## config.mk

```make
export PLATFORM = sky130hd
export DESIGN_NAME = png_chunk_framer_crc32_top
export DESIGN_NICKNAME = d
export VERILOG_FILES = /design/src/rtl/core/pcf_pkg.sv /design/src/rtl/core/png_chunk_framer_crc32_top.sv /design/src/rtl/core/pcf_crc.sv /design/src/rtl/core/pcf_seq.sv
export VERILOG_INCLUDE_DIRS = /design/src /design/src/rtl/core
export SDC_FILE = /design/constraint.sdc
export NUM_CORES = 1
export LEC_CHECK = 0
export BUFFER_PORTS_ARGS = -buffer_cell sky130_fd_sc_hd__buf_4
export CAP_MARGIN = 20
export CORE_ASPECT_RATIO = 0.7
export CORE_MARGIN = 2
export CORE_UTILIZATION = 51
export DETAILED_ROUTE_END_ITERATION = 8
export GPL_ROUTABILITY_DRIVEN = 0
export PLACE_DENSITY = 0.79
export SYNTH_ARGS = -nofsm -noshare
export SYNTH_HDL_FRONTEND = slang
export SYNTH_HIERARCHICAL = 1
export SYNTH_SLANG_ARGS = --single-unit
export TNS_END_PERCENT = 1
```

## constraint.sdc

```tcl
create_clock -name i_clk -period 4.7 [get_ports i_clk]
set_input_delay 0.94 -clock i_clk [delete_from_list [all_inputs] [get_ports i_clk]]
set_output_delay 0.94 -clock i_clk [all_outputs]
set_load 0.02 [all_outputs]
```

## src/rtl/core/assert_macros.svh

```systemverilog
// Assertion macros shared by the framer modules
`ifndef ASSERT_MACROS_SVH
`define ASSERT_MACROS_SVH

// Check cons in the same cycle as ante
`define PCF_ASSERT_IMP(lbl, ante, cons) \
    lbl: assert property (@(posedge i_clk) disable iff (!i_rst_n) (ante) |-> (cons)) \
        else $error("pcf assertion failed");

// Check cons in the cycle after ante
`define PCF_ASSERT_NXT(lbl, ante, cons) \
    lbl: assert property (@(posedge i_clk) disable iff (!i_rst_n) (ante) |=> (cons)) \
        else $error("pcf assertion failed");

`endif

```

## src/rtl/core/pcf_pkg.sv

```systemverilog
// Types, constants and CRC byte fold for the PNG chunk framer
package pcf_pkg;

    localparam int unsigned FIELD_LEN_W = 31;
    localparam logic [31:0] CRC_POLY    = 32'hEDB8_8320;
    localparam logic [31:0] CRC_INIT    = 32'hFFFF_FFFF;

    typedef enum logic [0:0] {
        CMD_BEGIN = 1'b0,
        CMD_DATA  = 1'b1
    } t_cmd;

    typedef enum logic [1:0] {
        ERR_NONE     = 2'd0,
        ERR_NO_CHUNK = 2'd1,
        ERR_ABANDON  = 2'd2
    } t_err;

    localparam logic [3:0] STEP_FIRST     = 4'd0;
    localparam logic [3:0] STEP_TYPE_LAST = 4'd7;
    localparam logic [3:0] STEP_CRC_FIRST = 4'd8;
    localparam logic [3:0] STEP_CRC_LAST  = 4'd11;

    localparam logic [1:0] GRP_LEN  = 2'd0;
    localparam logic [1:0] GRP_TYPE = 2'd1;
    localparam logic [1:0] GRP_CRC  = 2'd2;

    typedef struct packed {
        logic       init;
        logic       fold;
        logic [7:0] fold_byte;
    } t_crc_ctl;

    typedef struct packed {
        logic       valid;
        logic [7:0] out_byte;
        logic       last;
        logic       done;
        t_err       err;
    } t_result;

    function automatic logic [31:0] crc_fold(input logic [31:0] crc, input logic [7:0] b);
        logic [31:0] c;
        c = crc ^ {24'd0, b};
        for (int k = 0; k < 8; k++) begin
            c = c[0] ? ((c >> 1) ^ CRC_POLY) : (c >> 1);
        end
        return c;
    endfunction

endpackage

```

## src/rtl/core/png_chunk_framer_crc32_top.sv

```systemverilog
// An accepted item is held in the input register; each result is registered at the output.
// Throughput: one result per cycle unless i_ready stalls the output; a begin item issues
// its length and type bytes (and the CRC bytes for zero length), a data item its byte
// (and the CRC bytes when it closes the chunk). A new item is taken as the last byte issues.
// Reset: synchronous, active low; clears CRC to all ones and closes any chunk.
`include "assert_macros.svh"

module png_chunk_framer_crc32_top #(
    parameter int LENGTH_BITS = 31
) (
    input  logic        i_clk,
    input  logic        i_rst_n,
    input  logic        i_valid,
    output logic        o_ready,
    input  logic        i_command,
    input  logic [30:0] i_chunk_length,
    input  logic [31:0] i_chunk_type,
    input  logic [7:0]  i_data_byte,
    output logic        o_valid,
    input  logic        i_ready,
    output logic [7:0]  o_out_byte,
    output logic        o_last_of_run,
    output logic        o_chunk_done,
    output logic [1:0]  o_error_code
);

    pcf_pkg::t_crc_ctl crc_ctl;
    pcf_pkg::t_result  res;
    logic [31:0]       crc;
    logic              out_adv;

    logic              r_out_vld;
    logic [7:0]        r_out_byte;
    logic              r_out_last;
    logic              r_out_done;
    pcf_pkg::t_err     r_out_err;

    assign out_adv = !r_out_vld || i_ready;

    pcf_seq #(
        .LENGTH_BITS (LENGTH_BITS)
    ) u_seq (
        .i_clk          (i_clk),
        .i_rst_n        (i_rst_n),
        .i_valid        (i_valid),
        .o_ready        (o_ready),
        .i_command      (i_command),
        .i_chunk_length (i_chunk_length),
        .i_chunk_type   (i_chunk_type),
        .i_data_byte    (i_data_byte),
        .i_adv          (out_adv),
        .i_crc          (crc),
        .o_crc_ctl      (crc_ctl),
        .o_res          (res)
    );

    pcf_crc u_crc (
        .i_clk   (i_clk),
        .i_rst_n (i_rst_n),
        .i_ctl   (crc_ctl),
        .o_crc   (crc)
    );

    always_ff @(posedge i_clk) begin
        if (!i_rst_n) begin
            r_out_vld <= 1'b0;
        end else if (out_adv) begin
            r_out_vld <= res.valid;
        end
    end

    always_ff @(posedge i_clk) begin
        if (out_adv && res.valid) begin
            r_out_byte <= res.out_byte;
            r_out_last <= res.last;
            r_out_done <= res.done;
            r_out_err  <= res.err;
        end
    end

    assign o_valid       = r_out_vld;
    assign o_out_byte    = r_out_byte;
    assign o_last_of_run = r_out_last;
    assign o_chunk_done  = r_out_done;
    assign o_error_code  = r_out_err;

    `PCF_ASSERT_IMP(a_done_resets_crc, o_valid && o_chunk_done,
        crc == pcf_pkg::CRC_INIT)
    `PCF_ASSERT_IMP(a_no_chunk_single, o_valid && (o_error_code == pcf_pkg::ERR_NO_CHUNK),
        (o_out_byte == 8'd0) && o_last_of_run && !o_chunk_done)

endmodule

```

## src/rtl/core/pcf_crc.sv

```systemverilog
// CRC-32 register with init and byte fold
module pcf_crc (
    input  logic              i_clk,
    input  logic              i_rst_n,
    input  pcf_pkg::t_crc_ctl i_ctl,
    output logic [31:0]       o_crc
);

    logic [31:0] r_crc;
    logic [31:0] n_crc;

    always_comb begin
        n_crc = r_crc;
        if (i_ctl.init) begin
            n_crc = pcf_pkg::CRC_INIT;
        end else if (i_ctl.fold) begin
            n_crc = pcf_pkg::crc_fold(r_crc, i_ctl.fold_byte);
        end
    end

    always_ff @(posedge i_clk) begin
        if (!i_rst_n) begin
            r_crc <= pcf_pkg::CRC_INIT;
        end else begin
            r_crc <= n_crc;
        end
    end

    assign o_crc = r_crc;

endmodule

```

## src/rtl/core/pcf_seq.sv

```systemverilog
// Input register, chunk state and per-byte result sequencer
`include "assert_macros.svh"

module pcf_seq #(
    parameter int LENGTH_BITS = 31
) (
    input  logic                          i_clk,
    input  logic                          i_rst_n,
    input  logic                          i_valid,
    output logic                          o_ready,
    input  logic                          i_command,
    input  logic [pcf_pkg::FIELD_LEN_W-1:0] i_chunk_length,
    input  logic [31:0]                   i_chunk_type,
    input  logic [7:0]                    i_data_byte,
    input  logic                          i_adv,
    input  logic [31:0]                   i_crc,
    output pcf_pkg::t_crc_ctl             o_crc_ctl,
    output pcf_pkg::t_result              o_res
);

    logic                   r_in_vld;
    pcf_pkg::t_cmd          r_cmd;
    logic [LENGTH_BITS-1:0] r_len;
    logic [31:0]            r_type;
    logic [7:0]             r_data;
    logic [3:0]             r_step;
    pcf_pkg::t_err          r_err;
    logic                   r_open;
    logic [LENGTH_BITS-1:0] r_remaining;

    logic                   adv;
    logic                   step_first;
    logic                   is_begin;
    logic                   data_closes;
    logic                   final_step;
    logic [LENGTH_BITS-1:0] rem_dec;
    pcf_pkg::t_err          err_now;
    logic [31:0]            len_word;
    logic [31:0]            word;
    logic [7:0]             word_byte;
    logic [7:0]             out_byte;
    logic [3:0]             n_step;

    assign adv        = r_in_vld && i_adv;
    assign step_first = (r_step == pcf_pkg::STEP_FIRST);
    assign is_begin   = (r_cmd == pcf_pkg::CMD_BEGIN);
    assign rem_dec    = r_remaining - {{(LENGTH_BITS-1){1'b0}}, 1'b1};
    assign data_closes = r_open && (rem_dec == '0);
    assign len_word   = {{(32-LENGTH_BITS){1'b0}}, r_len};

    always_comb begin
        if (!step_first) begin
            err_now = r_err;
        end else if (is_begin) begin
            err_now = r_open ? pcf_pkg::ERR_ABANDON : pcf_pkg::ERR_NONE;
        end else begin
            err_now = r_open ? pcf_pkg::ERR_NONE : pcf_pkg::ERR_NO_CHUNK;
        end
    end

    always_comb begin
        if (is_begin) begin
            final_step = ((r_step == pcf_pkg::STEP_TYPE_LAST) && (r_len != '0))
                      || (r_step == pcf_pkg::STEP_CRC_LAST);
        end else begin
            final_step = (step_first && !data_closes)
                      || (r_step == pcf_pkg::STEP_CRC_LAST);
        end
    end

    always_comb begin
        if (final_step) begin
            n_step = pcf_pkg::STEP_FIRST;
        end else if (!is_begin && step_first) begin
            n_step = pcf_pkg::STEP_CRC_FIRST;
        end else begin
            n_step = r_step + 4'd1;
        end
    end

    always_comb begin
        case (r_step[3:2])
            pcf_pkg::GRP_LEN:  word = len_word;
            pcf_pkg::GRP_TYPE: word = r_type;
            pcf_pkg::GRP_CRC:  word = ~i_crc;
            default:           word = '0;
        endcase
    end

    always_comb begin
        case (r_step[1:0])
            2'd0:    word_byte = word[31:24];
            2'd1:    word_byte = word[23:16];
            2'd2:    word_byte = word[15:8];
            default: word_byte = word[7:0];
        endcase
    end

    always_comb begin
        if (!is_begin && step_first) begin
            out_byte = r_open ? r_data : 8'd0;
        end else begin
            out_byte = word_byte;
        end
    end

    always_comb begin
        o_crc_ctl.init = adv && ((is_begin && step_first)
                      || (r_step == pcf_pkg::STEP_CRC_LAST));
        o_crc_ctl.fold = adv && ((is_begin && (r_step[3:2] == pcf_pkg::GRP_TYPE))
                      || (!is_begin && step_first && r_open));
        o_crc_ctl.fold_byte = is_begin ? word_byte : r_data;
    end

    always_comb begin
        o_res.valid    = adv;
        o_res.out_byte = out_byte;
        o_res.last     = final_step;
        o_res.done     = (r_step == pcf_pkg::STEP_CRC_LAST);
        o_res.err      = err_now;
    end

    assign o_ready = !r_in_vld || (adv && final_step);

    always_ff @(posedge i_clk) begin
        if (!i_rst_n) begin
            r_in_vld    <= 1'b0;
            r_step      <= pcf_pkg::STEP_FIRST;
            r_open      <= 1'b0;
            r_remaining <= '0;
            r_err       <= pcf_pkg::ERR_NONE;
        end else begin
            if (i_valid && o_ready) begin
                r_in_vld <= 1'b1;
            end else if (adv && final_step) begin
                r_in_vld <= 1'b0;
            end
            if (adv) begin
                r_step <= n_step;
                if (step_first) begin
                    r_err <= err_now;
                end
                if (r_step == pcf_pkg::STEP_CRC_LAST) begin
                    r_open      <= 1'b0;
                    r_remaining <= '0;
                end else if (step_first && is_begin) begin
                    r_open      <= 1'b1;
                    r_remaining <= r_len;
                end else if (step_first && r_open) begin
                    r_remaining <= rem_dec;
                end
            end
        end
    end

    always_ff @(posedge i_clk) begin
        if (i_valid && o_ready) begin
            r_cmd  <= pcf_pkg::t_cmd'(i_command);
            r_len  <= i_chunk_length[LENGTH_BITS-1:0];
            r_type <= i_chunk_type;
            r_data <= i_data_byte;
        end
    end

    `PCF_ASSERT_IMP(a_step_needs_item, r_step != pcf_pkg::STEP_FIRST, r_in_vld)
    `PCF_ASSERT_IMP(a_open_has_bytes, r_open && (r_remaining == '0),
        r_in_vld && (r_step != pcf_pkg::STEP_FIRST))
    `PCF_ASSERT_NXT(a_final_frees_input, adv && final_step && !i_valid, !r_in_vld)

endmodule
```

==> impl_metrics.json <==
{
  "status": "complete, no violations",
  "floorplan.initialDensity": 0.5255,
  "finalNetCount": 990,
  "ys_seq_elements": 156,
  "clock-sinks": 156,
  "path_category_of_the_worst_min_delay_check": "reg2reg",
  "grt_pass1_wl_um": 35690,
  "vdd_ir_drop_max_mv": 0.2189,
  "floorplan.core_area_mm2": 0.01564,
  "max_freq_mhz": 226.1,
  "rsz0062_at_grt": "no",
  "seq_area_frac_synth": 0.4822,
  "r2r-end": "u_crc/o_crc[18]$_SDFFE_PP1P_",
  "grt_max_degree": 43,
  "hold_buffers": 0,
  "power.density_mw_per_mm2": 448.9,
  "synth_top_area_share": 0.3068,
  "cap_violations": 0,
  "final_hold_vio_count": 0,
  "r2r_start": "u_seq/r_step[2]$_SDFFE_PN0P_",
  "synthToLayoutAreaGrowth_pct": 17.95,
  "static-leakage-power_uw": 0.003526,
  "avgSynthCellArea_um2": 9.845,
  "clk_pin_slew_worst_paths_ns": 0.06,
  "cp-end-kind": "flip-flop",
  "setup_tns_ns": 0,
  "cts_tree": "done",
  "routedWlPerCell_um": 20.55,
  "die_height_um": 110.2,
  "grt_antenna_before_repair": 1,
  "clock_tree.htree_level_count": 4,
  "die_area_mm2": 0.01717,
  "worst_clock_skew_ns": 0.008591,
  "hold-path-cell-count": 2,
  "rows": 38,
  "ys_async_sr_fraction": 0,
  "worst_setup_path_start_kind": "flip-flop",
  "finalWirelength_um": 23050,
  "synthDominantAreaCellType": "edfxtp_1",
  "post_cts.resized_instances": 0,
  "numPlacedInstances": 1088,
  "synth_area_leaders": "edfxtp_1, dfxtp_1, xnor2_1",
  "clockBufferDepth": 2,
  "detail_route.vias_per_cell": 6.247,
  "r2r_setup_slack_ns": 0.28,
  "timing.critical_path.arrival_ns": 4.71,
  "tritoncts.num_buffers": 17,
  "hpwl_um": 16160,
  "worstSetupStartpoint": "u_seq/r_step[2]$_SDFFE_PN0P_",
  "detailedRoute.firstPassIterationCount": 6,
  "max_slew_vio_count": 0,
  "period_needed_ns": 4.423,
  "finish.cell_count_without_fillers": 1122,
  "grt_pass1_vias": 6193,
  "groute.usage.overall": 0.2768,
  "ys_types": 70,
  "setup-violations-final": 0,
  "timing.max_slew.rel_slack": 0.3492,
  "synth_ff_type": "edfxtp_1",
  "worst-r2r-cell-count": 12,
  "drive_gt1_frac": 0.1846,
  "period_share": 0.9411,
  "critPathRequiredTime_ns": 4.99,
  "cts_root_buf": "clkbuf_16",
  "post_cts.repair.setup_buffers": 0,
  "synth.net_count": 917,
  "boundaryPins": 90,
  "drc_errors": 0,
  "portBuffers": 89,
  "worst_hold_path.endpoint": "u_seq/r_err[0]$_SDFFE_PN0P_",
  "synth_warnings": 6,
  "synth.cell_area_mm2": 0.008220,
  "worstMarginPinSlew_ns": 0.9735,
  "antenna_left": 0,
  "vias": 7009,
  "min-delay-start": "u_seq/r_err[0]$_SDFFE_PN0P_",
  "violation_count_after_the_first_detailed_route_iteration": 1232,
  "grt_overflow": 0,
  "number_of_enable_flip_flop_cells_after_synthesis": 84,
  "netlist_instances": 835,
  "worst_skew_pair_latency_ns": 0.43,
  "cp_max_fo": 24,
  "crit_type": "reg2reg",
  "die_w_um": 155.7
}
[state kept, by name (all words and copies together), names as in the netlist]
signal and count:
o_chunk_done 1, o_error_code 2, o_last_of_run 1, o_out_byte 8
o_valid 1, u_crc/o_crc 32, u_seq/r_cmd 1, u_seq/r_data 8
u_seq/r_err 2, u_seq/r_in_vld 1, u_seq/r_len 31, u_seq/r_open 1
u_seq/r_remaining 31, u_seq/r_step 4, u_seq/r_type 32
[synth_stat cells (8+ instances only)]
cell type,instances
nand2_1,75
inv_1,13
mux2i_1,25
a21oi_1,53
nand3_1,21
nor2_1,78
xnor2_1,58
o211ai_1,11
o221ai_1,9
clkbuf_1,47
xor2_1,14
o22ai_1,23
a211oi_1,8
dfxtp_1,72
nor3_1,27
nor4_1,15
edfxtp_1,84
o21ai_0,70
[cell families (layout without fill, tap and decap cells)]
kind of cell	count (synthesis)	after routing	synth area share
AO/OA/AOI/OAI	227	227	0.1729
XOR/XNOR	85	85	0.1126
adder cells (fa/ha/maj)	6	6	0.009132
buffers and inverters	70	156	0.03562
flip-flops	156	156	0.4822
multiplexers	25	25	0.03044
other	0	1	0
AND/OR/NAND/NOR	266	266	0.1571
[worst max-delay path, stage by stage, from the launching register on]
cell,delay [ns]
dfxtp_2,0.72
buf_4,0.39
mux2i_1,0.25
o22ai_1,0.12
a222oi_1,0.72
o21ai_0,0.14
o21ai_0,0.13
o21ai_0,0.22
xnor2_1,0.58
xnor3_1,0.50
xnor2_2,0.24
xnor2_1,0.16
o211ai_1,0.10
[power by group]
group	switching, uW	internal (uW)
registers	113	1560
clock network	589	805
logic	734	549
total	1440	2920
[worst max path at each step]
stage	end	slack, ns	depth (start not counted)
after floorplan	u_seq/r_cmd$_DFFE_PP_	0.47	9
after global routing	o_ready	0.04	8
after detailed placement	u_crc/o_crc[18]$_SDFFE_PP1P_	0.56	12
after CTS	o_ready	0.33	8
final	u_crc/o_crc[18]$_SDFFE_PP1P_	0.28	12
after global placement	u_crc/o_crc[18]$_SDFFE_PP1P_	0.60	12
[through the flow]
stage	area, um^2	setup slack [ns]	hold WS, ns	util	power (uW)
4_1_cts	9666	0.3259	0.4896	0.6179	4324
3_5_place_dp	9070	0.5640	0.4755	0.5798	2937
2_1_floorplan	8220	0.4669	0.4544	-	2624
6_report	9696	0.2766	0.4970	0.6198	4352
5_1_grt	9693	0.04075	0.5225	0.6197	4536
3_3_place_gp	9070	0.6036	0.4648	0.5798	2918
[area by class of cell]
type,instances,area (um^2)
fill,1251,5947
sequential,156,3965
timing repair buffer,109,850.8
inverter,15,56.30
multi-input combinational,609,3975
clock inverter,14,156.4
clock buffer,18,439.2
tap,200,250.2
antenna,1,2.502
[placed cells by master (no fill, tap or decap), drive strengths merged, types with 8 or more instances in the layout]
cell type  instances
buf              109
o21ai             73
a21oi             53
o221ai             9
a211oi             8
nand3             21
xnor2             61
xor2              19
mux2i             25
clkbuf            18
nor2              78
nor4              17
nor3              28
nand2b             8
inv               18
o211ai            11
o22ai             24
nand2             75
edfxtp            84
dfxtp             72
[per-layer routing]
| layer | up-vias | track usage | part of all wire |
|---|---|---|---|
| li1 | 3222 | - | - |
| met1 | 3256 | 0.4157 | 0.44 |
| met2 | 484 | 0.3780 | 0.40 |
| met3 | 45 | 0.08405 | 0.14 |
| met4 | 2 | 0.08388 | 0.024 |
| met5 | - | 0.02679 | 0.0022 |
Note: power is estimated with default switching activity, not from simulation.
